[config.mk]
export PLATFORM = sky130hd
export DESIGN_NAME = dda_line_rasterizer_core_flat
export DESIGN_NICKNAME = d
export VERILOG_FILES = /design/src/sv/dda_pkg.sv /design/src/sv/dda_if.sv /design/src/sv/dda_div.sv /design/src/sv/dda_line_rasterizer_core.sv /design/src/flat_wrapper.sv
export SDC_FILE = /design/constraint.sdc
export NUM_CORES = 1
export LEC_CHECK = 0
export ABC_AREA = 1
export ABC_CLOCK_PERIOD_IN_PS = 9200
export BUFFER_PORTS_ARGS = -buffer_cell sky130_fd_sc_hd__buf_2
export CORE_UTILIZATION = 50
export CTS_CLUSTER_DIAMETER = 60
export DETAILED_ROUTE_END_ITERATION = 10
export PLACE_DENSITY = 0.79
export SLEW_MARGIN = 5
export SYNTH_ARGS = -nofsm -noshare
export SYNTH_HDL_FRONTEND = slang
export SYNTH_HIERARCHICAL = 1
export SYNTH_SLANG_ARGS = --single-unit
[constraint.sdc]
create_clock -name i_clk -period 9.2 [get_ports i_clk]
set_input_delay 1.84 -clock i_clk [delete_from_list [all_inputs] [get_ports i_clk]]
set_output_delay 1.84 -clock i_clk [all_outputs]
set_load 0.03 [all_outputs]
[src/sv/dda_pkg.sv]
// Shared types and codes for the DDA line rasteriser.
// No dependencies; used by dda_div and dda_line_rasterizer_core.
package dda_pkg;

    localparam logic MODE_START = 1'b0;
    localparam logic MODE_STEP  = 1'b1;

    typedef struct packed {
        logic busy;
        logic done;
    } t_div_stat;

endpackage

[src/sv/dda_if.sv]
// Valid/ready channel interfaces for the DDA line rasteriser.
// No dependencies; used by dda_line_rasterizer_core.
interface dda_in_if #(
    parameter int CW = 12
) ();
    logic                 valid;
    logic                 ready;
    logic                 mode;
    logic signed [CW-1:0] x_start;
    logic signed [CW-1:0] y_start;
    logic signed [CW-1:0] x_end;
    logic signed [CW-1:0] y_end;

    modport source (output valid, mode, x_start, y_start, x_end, y_end, input ready);
    modport sink   (input valid, mode, x_start, y_start, x_end, y_end, output ready);
endinterface

interface dda_out_if #(
    parameter int CW = 12
) ();
    logic                 valid;
    logic                 ready;
    logic signed [CW-1:0] point_x;
    logic signed [CW-1:0] point_y;
    logic                 last_point;

    modport source (output valid, point_x, point_y, last_point, input ready);
    modport sink   (input valid, point_x, point_y, last_point, output ready);
endinterface

[src/sv/dda_div.sv]
// Restoring unsigned divider, one quotient bit per cycle.
// Depends on dda_pkg (t_div_stat).
module dda_div #(
    parameter int N_W = 29,
    parameter int D_W = 12
) (
    input  logic              i_clk,
    input  logic              i_rst_n,
    input  logic              i_start,
    input  logic [N_W-1:0]    i_num,
    input  logic [D_W-1:0]    i_den,
    output dda_pkg::t_div_stat o_stat,
    output logic [N_W-1:0]    o_quo
);
    localparam int CNT_W = $clog2(N_W + 1);

    logic             r_busy, n_busy;
    logic             r_done, n_done;
    logic [CNT_W-1:0] r_cnt, n_cnt;
    logic [D_W-1:0]   r_rem, n_rem;
    logic [N_W-1:0]   r_quo, n_quo;
    logic [D_W-1:0]   r_den, n_den;

    logic [D_W:0]     trial;
    logic [D_W:0]     diff;
    logic             fits;

    always_comb begin
        trial  = {r_rem, r_quo[N_W-1]};
        diff   = trial - {1'b0, r_den};
        fits   = trial >= {1'b0, r_den};
        n_busy = r_busy;
        n_done = 1'b0;
        n_cnt  = r_cnt;
        n_rem  = r_rem;
        n_quo  = r_quo;
        n_den  = r_den;
        if (i_start) begin
            n_busy = 1'b1;
            n_cnt  = '0;
            n_rem  = '0;
            n_quo  = i_num;
            n_den  = i_den;
        end else if (r_busy) begin
            n_rem = fits ? diff[D_W-1:0] : trial[D_W-1:0];
            n_quo = {r_quo[N_W-2:0], fits};
            n_cnt = r_cnt + CNT_W'(1);
            if (r_cnt == CNT_W'(N_W - 1)) begin
                n_busy = 1'b0;
                n_done = 1'b1;
            end
        end
    end

    always_ff @(posedge i_clk) begin
        if (!i_rst_n) begin
            r_busy <= 1'b0;
            r_done <= 1'b0;
            r_cnt  <= '0;
        end else begin
            r_busy <= n_busy;
            r_done <= n_done;
            r_cnt  <= n_cnt;
        end
        r_rem <= n_rem;
        r_quo <= n_quo;
        r_den <= n_den;
    end

    assign o_stat.busy = r_busy;
    assign o_stat.done = r_done;
    assign o_quo       = r_quo;
endmodule

[src/sv/dda_line_rasterizer_core.sv]
// DDA line rasteriser top level: line set-up sequencer, stepping datapath, output register.
// Depends on dda_pkg, dda_if (dda_in_if, dda_out_if) and dda_div.
//
// Usage:
//   i_in carries items. mode = start loads two endpoints and produces no point;
//   mode = step produces the next pixel of the loaded line on o_out, or nothing
//   when no line is loaded or the line is finished. The final pixel has
//   last_point set; the end point itself is never produced.
//   A start item runs the slope division on the bit-serial divider: i_in.ready
//   stays low after the start transfer through set-up, launch, the quotient
//   bits and write-back.
//   A zero-length line skips the division; ready is low only for set-up.
//   Step items give one pixel per cycle while o_out does not stall, each
//   appearing on o_out in the cycle after the step transfer.
//   The output register is the only buffer: when the sink stalls with a pixel
//   held, i_in.ready drops until that pixel is transferred.
//   Reset (synchronous, active low) leaves no line loaded and o_out empty.
module dda_line_rasterizer_core #(
    parameter int COORD_BITS = 12,
    parameter int FRAC_BITS  = 16
) (
    input  logic       i_clk,
    input  logic       i_rst_n,
    dda_in_if.sink     i_in,
    dda_out_if.source  o_out
);
    localparam int CW    = COORD_BITS;
    localparam int ACC_W = COORD_BITS + FRAC_BITS;
    localparam int N_W   = COORD_BITS + FRAC_BITS + 1;

    typedef enum logic [1:0] {ST_IDLE, ST_LOAD, ST_DIV} t_state;

    t_state             r_state, n_state;
    logic               r_active, n_active;
    logic               r_ovld, n_ovld;
    logic [CW-1:0]      r_px, n_px;
    logic [CW-1:0]      r_py, n_py;
    logic               r_last, n_last;
    logic [CW-1:0]      r_major_pos, n_major_pos;
    logic [CW-1:0]      r_major_tgt, n_major_tgt;
    logic               r_dir, n_dir;
    logic               r_xmaj, n_xmaj;
    logic               r_minor_neg, n_minor_neg;
    logic [CW-1:0]      r_amaj, n_amaj;
    logic [CW-1:0]      r_amin, n_amin;
    logic [ACC_W-1:0]   r_acc, n_acc;
    logic [N_W-1:0]     r_slope, n_slope;

    logic               in_xfer, out_xfer;
    logic [CW:0]        dx, dy, adx_w, ady_w;
    logic [CW-1:0]      adx, ady;
    logic               x_major;
    logic [ACC_W-1:0]   rnd;
    logic [CW-1:0]      minor_out;
    logic [CW-1:0]      next_pos;
    logic               step_last;
    logic               div_start;
    logic [N_W-1:0]     div_num;
    logic [N_W-1:0]     div_quo;
    dda_pkg::t_div_stat div_stat;

    assign i_in.ready = (r_state == ST_IDLE) && (!r_ovld || o_out.ready);
    assign in_xfer    = i_in.valid && i_in.ready;
    assign out_xfer   = r_ovld && o_out.ready;

    assign dx    = {i_in.x_end[CW-1], i_in.x_end} - {i_in.x_start[CW-1], i_in.x_start};
    assign dy    = {i_in.y_end[CW-1], i_in.y_end} - {i_in.y_start[CW-1], i_in.y_start};
    assign adx_w = dx[CW] ? ((CW+1)'(0) - dx) : dx;
    assign ady_w = dy[CW] ? ((CW+1)'(0) - dy) : dy;
    assign adx   = adx_w[CW-1:0];
    assign ady   = ady_w[CW-1:0];
    assign x_major = adx > ady;

    assign rnd       = r_acc + {{CW{1'b0}}, 1'b1, {(FRAC_BITS-1){1'b0}}};
    assign minor_out = rnd[ACC_W-1:FRAC_BITS];
    assign next_pos  = r_major_pos + (r_dir ? {CW{1'b1}} : CW'(1));
    assign step_last = next_pos == r_major_tgt;

    assign div_num = {1'b0, r_amin, {FRAC_BITS{1'b0}}}
                   + {{(FRAC_BITS+2){1'b0}}, r_amaj[CW-1:1]};

    dda_div #(
        .N_W (N_W),
        .D_W (CW)
    ) u_div (
        .i_clk   (i_clk),
        .i_rst_n (i_rst_n),
        .i_start (div_start),
        .i_num   (div_num),
        .i_den   (r_amaj),
        .o_stat  (div_stat),
        .o_quo   (div_quo)
    );

    always_comb begin
        n_state     = r_state;
        n_active    = r_active;
        n_ovld      = r_ovld;
        n_px        = r_px;
        n_py        = r_py;
        n_last      = r_last;
        n_major_pos = r_major_pos;
        n_major_tgt = r_major_tgt;
        n_dir       = r_dir;
        n_xmaj      = r_xmaj;
        n_minor_neg = r_minor_neg;
        n_amaj      = r_amaj;
        n_amin      = r_amin;
        n_acc       = r_acc;
        n_slope     = r_slope;
        div_start   = 1'b0;

        if (out_xfer) begin
            n_ovld = 1'b0;
        end

        unique case (r_state)
            ST_IDLE: begin
                if (in_xfer && i_in.mode == dda_pkg::MODE_START) begin
                    n_active    = 1'b0;
                    n_xmaj      = x_major;
                    n_major_pos = x_major ? i_in.x_start : i_in.y_start;
                    n_major_tgt = x_major ? i_in.x_end : i_in.y_end;
                    n_dir       = x_major ? dx[CW] : dy[CW];
                    n_minor_neg = x_major ? dy[CW] : dx[CW];
                    n_amaj      = x_major ? adx : ady;
                    n_amin      = x_major ? ady : adx;
                    n_acc       = {(x_major ? i_in.y_start : i_in.x_start),
                                   {FRAC_BITS{1'b0}}};
                    n_state     = ST_LOAD;
                end else if (in_xfer && r_active) begin
                    n_ovld      = 1'b1;
                    n_px        = r_xmaj ? r_major_pos : minor_out;
                    n_py        = r_xmaj ? minor_out : r_major_pos;
                    n_last      = step_last;
                    n_major_pos = next_pos;
                    n_acc       = r_acc + r_slope[ACC_W-1:0];
                    if (step_last) begin
                        n_active = 1'b0;
                    end
                end
            end
            ST_LOAD: begin
                if (r_amaj == '0) begin
                    n_slope = '0;
                    n_state = ST_IDLE;
                end else begin
                    div_start = 1'b1;
                    n_state   = ST_DIV;
                end
            end
            ST_DIV: begin
                if (div_stat.done) begin
                    n_slope  = r_minor_neg ? (N_W'(0) - div_quo) : div_quo;
                    n_active = 1'b1;
                    n_state  = ST_IDLE;
                end
            end
            default: n_state = ST_IDLE;
        endcase
    end

    always_ff @(posedge i_clk) begin
        if (!i_rst_n) begin
            r_state  <= ST_IDLE;
            r_active <= 1'b0;
            r_ovld   <= 1'b0;
        end else begin
            r_state  <= n_state;
            r_active <= n_active;
            r_ovld   <= n_ovld;
        end
        r_px        <= n_px;
        r_py        <= n_py;
        r_last      <= n_last;
        r_major_pos <= n_major_pos;
        r_major_tgt <= n_major_tgt;
        r_dir       <= n_dir;
        r_xmaj      <= n_xmaj;
        r_minor_neg <= n_minor_neg;
        r_amaj      <= n_amaj;
        r_amin      <= n_amin;
        r_acc       <= n_acc;
        r_slope     <= n_slope;
    end

    assign o_out.valid      = r_ovld;
    assign o_out.point_x    = r_px;
    assign o_out.point_y    = r_py;
    assign o_out.last_point = r_last;

`ifndef ASSERT_OFF
    a_done_in_div: assert property (@(posedge i_clk) disable iff (!i_rst_n)
        div_stat.done |-> r_state == ST_DIV)
        else $error("divider finished outside the division state");

    a_busy_not_idle: assert property (@(posedge i_clk) disable iff (!i_rst_n)
        div_stat.busy |-> r_state != ST_IDLE)
        else $error("divider running while the sequencer is idle");

    a_active_not_at_end: assert property (@(posedge i_clk) disable iff (!i_rst_n)
        r_active |-> r_major_pos != r_major_tgt)
        else $error("active line already at its end point");

    a_last_ends_line: assert property (@(posedge i_clk) disable iff (!i_rst_n)
        (in_xfer && i_in.mode == dda_pkg::MODE_STEP && r_active && step_last)
        |=> !r_active && r_ovld && r_last)
        else $error("final pixel did not end the line");
`endif
endmodule

[src/flat_wrapper.sv]
// flat-port wrapper written by rule: the top's interface ports become plain ports
module dda_line_rasterizer_core_flat 
#(
    parameter int COORD_BITS = 12,
    parameter int FRAC_BITS  = 16
)
  (i_clk, i_rst_n, i_in_valid, i_in_mode, i_in_x_start, i_in_y_start, i_in_x_end, i_in_y_end, i_in_ready, o_out_valid, o_out_point_x, o_out_point_y, o_out_last_point, o_out_ready);
  dda_in_if #(.CW((12))) i_in_i ();
  dda_out_if #(.CW((12))) o_out_i ();
  input  logic i_clk;
  input  logic i_rst_n;
  input wire logic [$bits(i_in_i.valid)-1:0] i_in_valid;
  input wire logic [$bits(i_in_i.mode)-1:0] i_in_mode;
  input wire logic [$bits(i_in_i.x_start)-1:0] i_in_x_start;
  input wire logic [$bits(i_in_i.y_start)-1:0] i_in_y_start;
  input wire logic [$bits(i_in_i.x_end)-1:0] i_in_x_end;
  input wire logic [$bits(i_in_i.y_end)-1:0] i_in_y_end;
  output wire logic [$bits(i_in_i.ready)-1:0] i_in_ready;
  output wire logic [$bits(o_out_i.valid)-1:0] o_out_valid;
  output wire logic [$bits(o_out_i.point_x)-1:0] o_out_point_x;
  output wire logic [$bits(o_out_i.point_y)-1:0] o_out_point_y;
  output wire logic [$bits(o_out_i.last_point)-1:0] o_out_last_point;
  input wire logic [$bits(o_out_i.ready)-1:0] o_out_ready;
  assign i_in_i.valid = i_in_valid;
  assign i_in_i.mode = i_in_mode;
  assign i_in_i.x_start = i_in_x_start;
  assign i_in_i.y_start = i_in_y_start;
  assign i_in_i.x_end = i_in_x_end;
  assign i_in_i.y_end = i_in_y_end;
  assign i_in_ready = i_in_i.ready;
  assign o_out_valid = o_out_i.valid;
  assign o_out_point_x = o_out_i.point_x;
  assign o_out_point_y = o_out_i.point_y;
  assign o_out_last_point = o_out_i.last_point;
  assign o_out_i.ready = o_out_ready;
  dda_line_rasterizer_core #(.COORD_BITS(COORD_BITS), .FRAC_BITS(FRAC_BITS)) u_core (.i_clk(i_clk), .i_rst_n(i_rst_n), .i_in(i_in_i), .o_out(o_out_i));
endmodule
==> flow_summary.toml, run 1 <==
[worst_setup_path]
end_kind = "flip-flop"
startpoint_type = "input pin"
worstPathArrival_ns = 7.09
cp_max_fo = 82
path_class = "in -> reg"
required_ns = 9.36

[drt]
drcViolationCount = 0
ant_nets = 0
drt_iter0_drc = 1308
drt-total-wl_um = 37100
firstDrtPassIters = 5
wl_met1_um = 16500
wl_met2_um = 17500
wl_met3_um = 2390
wl_per_cell_um = 15.7
viasPerCell = 5.48
vias = 12954
routed.top_layer = "met4"

[global_route]
antenna_found_initial = 1
grt_pass1_wl_um = 59300
grt.total_usage_pct = 25.8
grt_max_degree = 83
grt_pass1_vias = 12015
overflow = 0

[clocking]
clockBufferDepth = 2
cts_tree = "yes"
cts_resized = 0
clkLatencyLatePin_ns = 0.45
post_cts_buffers = 0
holdBufCountCts = 0
clock_sinks = 196
cts-root-buf = "clkbuf_16"
clkTransAtPathRegs_ns = 0.08
htreeDepth = 4
cts_buffers = 17

[flow_run]
drv_cap = 0

[synth]
syn_area_mm2 = 0.0144
yosys_warnings = 6
syn_area_per_cell_um2 = 7.56
syn_inst = 1902

[place]
dp.cells = 2329
portBuffers = 79
dp_hpwl_um = 28700
place_ws_ns = 1.86
placed_area_mm2 = 0.0151
gp_congestion = 0.957

[layout]
fin_area_mm2 = 0.0158
areaGrowthSynthToFinish_pct = 9.62
final_nets = 2119
n_fill_cell = 2543
drive_gt1_share_pct = 10.3
final_cells = 2362

[timing]
slew_headroom_pct = 21.7
worstMarginPinSlew_ns = 1.17
hold_viol = 0
maxClockFrequency_ghz = 0.144
setup_tns_ns = 0
fin_skew_ns = 0.0154
whs_ns = 0.470
drv_slew = 0
rsz0062_at_grt = "no"
fin_crit_sh_pct = 75.3
post-route-min-period_ns = 6.93
fin_ws_ns = 2.27
setup_viol = 0

[die]
die_y_um = 172
rows = 61
initial_utilization_pct = 51.3
die_area_mm2 = 0.0294
ios = 80
core_area_mm2 = 0.0280
die_w_um = 172

[run_status]
status = "finished, final reports clean"

[power]
peakVddDrop_mv = 0.136
p_leak_nw = 7.35
powerDensity_mw_per_mm2 = 206

[hold_path]
hold_path_class = "reg -> reg"
[where the power goes]
group          internal (mW)  switching [mW]  total, mW
logic                  0.418           0.853       1.27
clock network          0.376           0.395      0.770
registers               1.12          0.0837       1.21
[worst max-delay path: stages]
cell and delay, ns:
buf_2 0.11, inv_1 0.05, ha_1 0.23, fa_1 0.44
inv_1 0.10, nand3_1 0.08, nand3_2 0.10, xnor2_2 0.16
nand2_1 0.11, nor2_2 0.18, nand4_1 0.13, nand2_1 0.09
nand3_1 0.07, nand2_1 0.11, inv_1 0.06, ha_1 0.29
a21oi_1 0.13, nor2_1 0.05, a211oi_1 0.19, nand3_1 0.12
nand2_2 0.07, buf_4 0.55, clkinv_1 1.14, o21ai_0 0.55
o22ai_1 0.12
[final timing paths]
path,startpoint,to,slack [ns],cells past startpoint
max,i_in_y_end[0],u_core/r_major_pos[0],2.27,25
min reg2reg,u_core/r_amaj[0],u_core/u_div/r_den[0],0.47,0
min,u_core/r_amaj[0],u_core/u_div/r_den[0],0.47,0
max reg2reg,u_core/r_amaj[8],u_core/u_div/o_quo[20],5.94,6
[cell usage in the layout (no fill, tap or decap), types with 4 or more instances in the layout]
| cell type | instances |
|---|---|
| o21ai_1 | 12 |
| xor2_2 | 6 |
| nor4_1 | 6 |
| o22ai_1 | 5 |
| xor2_1 | 25 |
| fa_1 | 5 |
| and3_1 | 4 |
| a31oi_1 | 10 |
| clkbuf_16 | 17 |
| nor2_2 | 8 |
| nor3_1 | 19 |
| o21bai_1 | 6 |
| nand2_1 | 558 |
| clkinv_8 | 5 |
| o21a_1 | 4 |
| nor3b_1 | 5 |
| nand3_1 | 105 |
| nand3_2 | 11 |
| nor3_2 | 6 |
| o21ai_0 | 149 |
| buf_2 | 79 |
| ha_1 | 91 |
| conb_1 | 6 |
| a21oi_1 | 100 |
| inv_1 | 249 |
| nand2_2 | 21 |
| dfxtp_1 | 23 |
| or2_2 | 5 |
| edfxtp_1 | 173 |
| o21ai_2 | 4 |
| inv_2 | 9 |
| a21o_1 | 4 |
| buf_4 | 9 |
| nand3b_1 | 11 |
| nand4_1 | 39 |
| nor2_1 | 146 |
| xnor2_1 | 11 |
[state kept, by name, indices dropped and copies added, names as in the netlist, 5 cells and up]
| signal | flops |
|---|---|
| u_core/r_major_tgt | 12 |
| u_core/r_slope | 28 |
| u_core/u_div/r_rem | 12 |
| u_core/r_major_pos | 12 |
| u_core/r_amin | 12 |
| u_core/u_div/r_den | 12 |
| u_core/u_div/o_quo | 29 |
| u_core/o_out.point_x | 12 |
| u_core/u_div/r_cnt | 5 |
| u_core/o_out.point_y | 12 |
| u_core/r_acc | 28 |
| u_core/r_amaj | 12 |
[stage by stage]
stage               utilization [%]  power (mW)
finish                         56.3        3.25
detailed placement             54.0        2.47
global placement               54.0        2.43
CTS                            56.3        3.24
global route                   56.3        3.46
floorplan                         -        2.18
[routing by layer]
layer,vias up,GRT usage (%)
met5,-,0
met4,0,6.72
met3,53,3.77
met2,466,44.0
met1,5995,34.3
li1,6440,-
[cell type report]
cell class              count  area [um2]  area share (%)
flip-flops and latches    196        5660            35.9
clock buffers              17         425            2.70
diodes                      1        2.50          0.0159
repair buffers             88         463            2.94
clock inverters            15         196            1.25
inverters                 259         972            6.17
multi-input cells        1408        7570            48.1
well taps                 378         473            3.00
Note: power is estimated with default switching activity, not from simulation.
==> inputs of run 2 (changes only) <==
--- a/config.mk
+++ b/config.mk
@@ -5,13 +5,13 @@
 export SDC_FILE = /design/constraint.sdc
 export NUM_CORES = 1
 export LEC_CHECK = 0
-export ABC_AREA = 1
-export ABC_CLOCK_PERIOD_IN_PS = 9200
+export ABC_AREA = 0
+export ABC_CLOCK_PERIOD_IN_PS = 6440
 export BUFFER_PORTS_ARGS = -buffer_cell sky130_fd_sc_hd__buf_2
 export CORE_UTILIZATION = 50
 export CTS_CLUSTER_DIAMETER = 60
 export DETAILED_ROUTE_END_ITERATION = 10
-export PLACE_DENSITY = 0.79
+export PLACE_DENSITY = 0.8
 export SLEW_MARGIN = 5
 export SYNTH_ARGS = -nofsm -noshare
 export SYNTH_HDL_FRONTEND = slang
==> constraint.sdc (replaced) <==
create_clock -name i_clk -period 6.44 [get_ports i_clk]
set_input_delay 1.288 -clock i_clk [delete_from_list [all_inputs] [get_ports i_clk]]
set_output_delay 1.288 -clock i_clk [all_outputs]
set_load 0.03 [all_outputs]
==> run 2 against run 1 <==
The run now ends with DRC left. Worst hold slack worse by 0.011 ns. Flip-flop and latch count unchanged. Register-to-register slack got worse by 2.9 ns. Die area fell by 5.7%. Worst setup slack worse by 1.6 ns. Combinational power up 52%. Core utilization increased by 0.49 points. Wire length fell by 9.6%. Sequential share of layout area grew 2.0 points. Highest routed layer unchanged.
==> flow_summary.toml, run 2 <==
[clocking]
clkTransAtPathRegs_ns = 0.08
clkLatencyLatePin_ns = 0.44
cts_buffers = 17
clockBufferDepth = 2
cts_resized = 0
clock_sinks = 196
holdBufCountCts = 0
post_cts_buffers = 0
cts_tree = "yes"
htreeDepth = 4
cts-root-buf = "clkbuf_16"

[power]
power_frac_clock_pct = 22.6
switching_share_pct = 38.2
p_int_mw = 2.93
peakVddDrop_mv = 0.334
powerDensity_mw_per_mm2 = 318
p_leak_nw = 6.00
p_sw_mw = 1.81
pwr-share-seq_pct = 36.7
power_frac_comb_pct = 40.7

[global_route]
overflow = 0
grt_pass1_wl_um = 53200
grt.total_usage_pct = 24.3
antenna_found_initial = 0
grt_max_degree = 73
grt_pass1_vias = 10296

[worst_setup_path]
r2r_end = "u_core/r_active"
r2r_cells = 9
crit_path_cell_trace = "buf_2 -> ha_1 -> fa_1 -> nand2b_1 -> a21oi_1 -> xor2_1 -> nor3_2 -> nand4b_1 -> o31a_2 -> or4_4 -> and2_1 -> ha_1 -> nand4_1 -> a211o_1 -> a31oi_4 -> buf_12 -> nor2_1 -> a211oi_1 -> a21oi_1"
startpoint_type = "input pin"
worstPathArrival_ns = 5.96
cpPeakStageDelay_ns = 0.50
rrSetupSlack_ns = 3.02
required_ns = 6.60
cp_max_fo = 72
crit_family = "simple AND/OR/NAND/NOR gates"
cp.depth = 19
path_class = "in -> reg"
end_kind = "flip-flop"
r2r_start = "u_core/r_dir"
crit_buf_inv = 2
crit_slowest_cell = "or4_4"

[timing]
maxClockFrequency_ghz = 0.173
fin_skew_ns = 0.0173
post-route-min-period_ns = 5.80
rsz0062_at_grt = "no"
setup_tns_ns = 0
worstMarginPinSlew_ns = 1.21
fin_crit_sh_pct = 90.0
hold_viol = 0
slew_headroom_pct = 19.2
drv_slew = 0
setup_viol = 0

[hold_path]
hold_end = "u_core/u_div/r_den[0]"
hold_depth = 0
hp-start = "u_core/r_amaj[0]"
hold_path_class = "reg -> reg"

[layout]
register_area_mm2 = 0.00566
n_fill_cell = 2220
mostFrequentLayoutCells = "173 x edfxtp_1, 148 x nor2_1, 91 x ha_1, 90 x a21oi_1, 89 x nand2_1"
final_common_cell = "edfxtp_1"
drive_gt1_share_pct = 14.1
multi_input_area_mm2 = 0.00744
final_cells = 1779
n_antenna_cell = 0
final_nets = 1580
largest_reg_flops = 29
areaGrowthSynthToFinish_pct = 10.2
fin_area_mm2 = 0.0149
post-route-util_pct = 56.8

[die]
initial_utilization_pct = 51.5
die_area_mm2 = 0.0277
die_w_um = 167
core_area_mm2 = 0.0263
rows = 59
ios = 80
die_y_um = 167

[synth]
yosys_warnings = 6
syn_area_per_cell_um2 = 9.94
syn_area_mm2 = 0.0135
syn_inst = 1363

[drt]
drt_iter0_drc = 1043
wl_per_cell_um = 18.8
drt-total-wl_um = 33500
ant_nets = 0
viasPerCell = 6.03
firstDrtPassIters = 8
vias = 10730
drcViolationCount = 2

[place]
dp.cells = 1747
portBuffers = 79
placed_area_mm2 = 0.0143
gp_congestion = 0.921
dp_hpwl_um = 24900

[run_status]
violations = "DRC"
status = "complete, but fails checks"

[flow_run]
drv_cap = 0
## run 2: cell types whose count changed in the layout (fill, tap and decap cells not counted), moves of 27 or more
cell	before	now
nand3_1	105	34
nand4_1	39	12
o21ai_0	149	71
mux2_2	0	44
xnor2_1	11	55
nand2_1	558	89
inv_1	249	82
mux2i_1	0	39
xor2_1	25	74
## run 2: per-stage QoR
step,setup WS (ns),hold WS [ns],total power [mW]
after floorplan,0.590,0.427,3.21
after global placement,0.399,0.437,3.59
after detailed placement,0.294,0.441,3.65
after CTS,0.746,0.455,4.73
after global routing,0.457,0.476,5.01
final,0.643,0.458,4.75
## run 2: area by class of cell
cell class                 instances  share of cell area, %
clock buffer                      17                   2.85
clock inverter                    15                   1.22
inverter                          84                   2.11
multi-input combinational       1043                   49.9
sequential                       196                   37.9
tap                              335                   2.81
timing repair buffer              89                   3.24
## run 2: how the worst max path moves through the flow
stage	startpoint	end	slack, ns
after floorplan	i_in_y_end[0]	u_core/r_amaj[8]	0.59
after global placement	i_in_y_start[0]	u_core/r_acc[21]	0.40
after detailed placement	i_in_y_start[0]	u_core/r_acc[21]	0.29
after CTS	i_in_y_start[0]	u_core/r_acc[21]	0.75
after global routing	i_in_y_start[0]	u_core/r_acc[21]	0.46
final	i_in_y_start[0]	u_core/r_acc[21]	0.64
## run 2: worst register-to-register path: stages, from the launching register on
cell      delay (ns)
edfxtp_1        0.67
ha_1            0.66
nor4b_1         0.09
a31oi_1         0.25
nand3_1         0.13
or4_1           0.52
nor4_1          0.39
nand4_1         0.14
and4b_1         0.32
o211ai_1        0.12
## run 2: per-layer routing
layer	GRT usage, %	part of all wire (%)	up-vias
met5	0	0	-
met4	10.2	3.5	0
met3	3.61	6.7	72
met2	40.2	47	399
met1	31.8	42	5122
li1	-	-	5137
## run 2: power by group through the flow
stage | sequential (mW) | clock (mW) | combinational [mW]
after detailed placement | 1.76 | 0 | 1.88
final | 1.74 | 1.07 | 1.93
after floorplan | 1.70 | 0 | 1.51
after global placement | 1.76 | 0 | 1.83
after CTS | 1.74 | 1.09 | 1.90
after global routing | 1.75 | 1.13 | 2.12
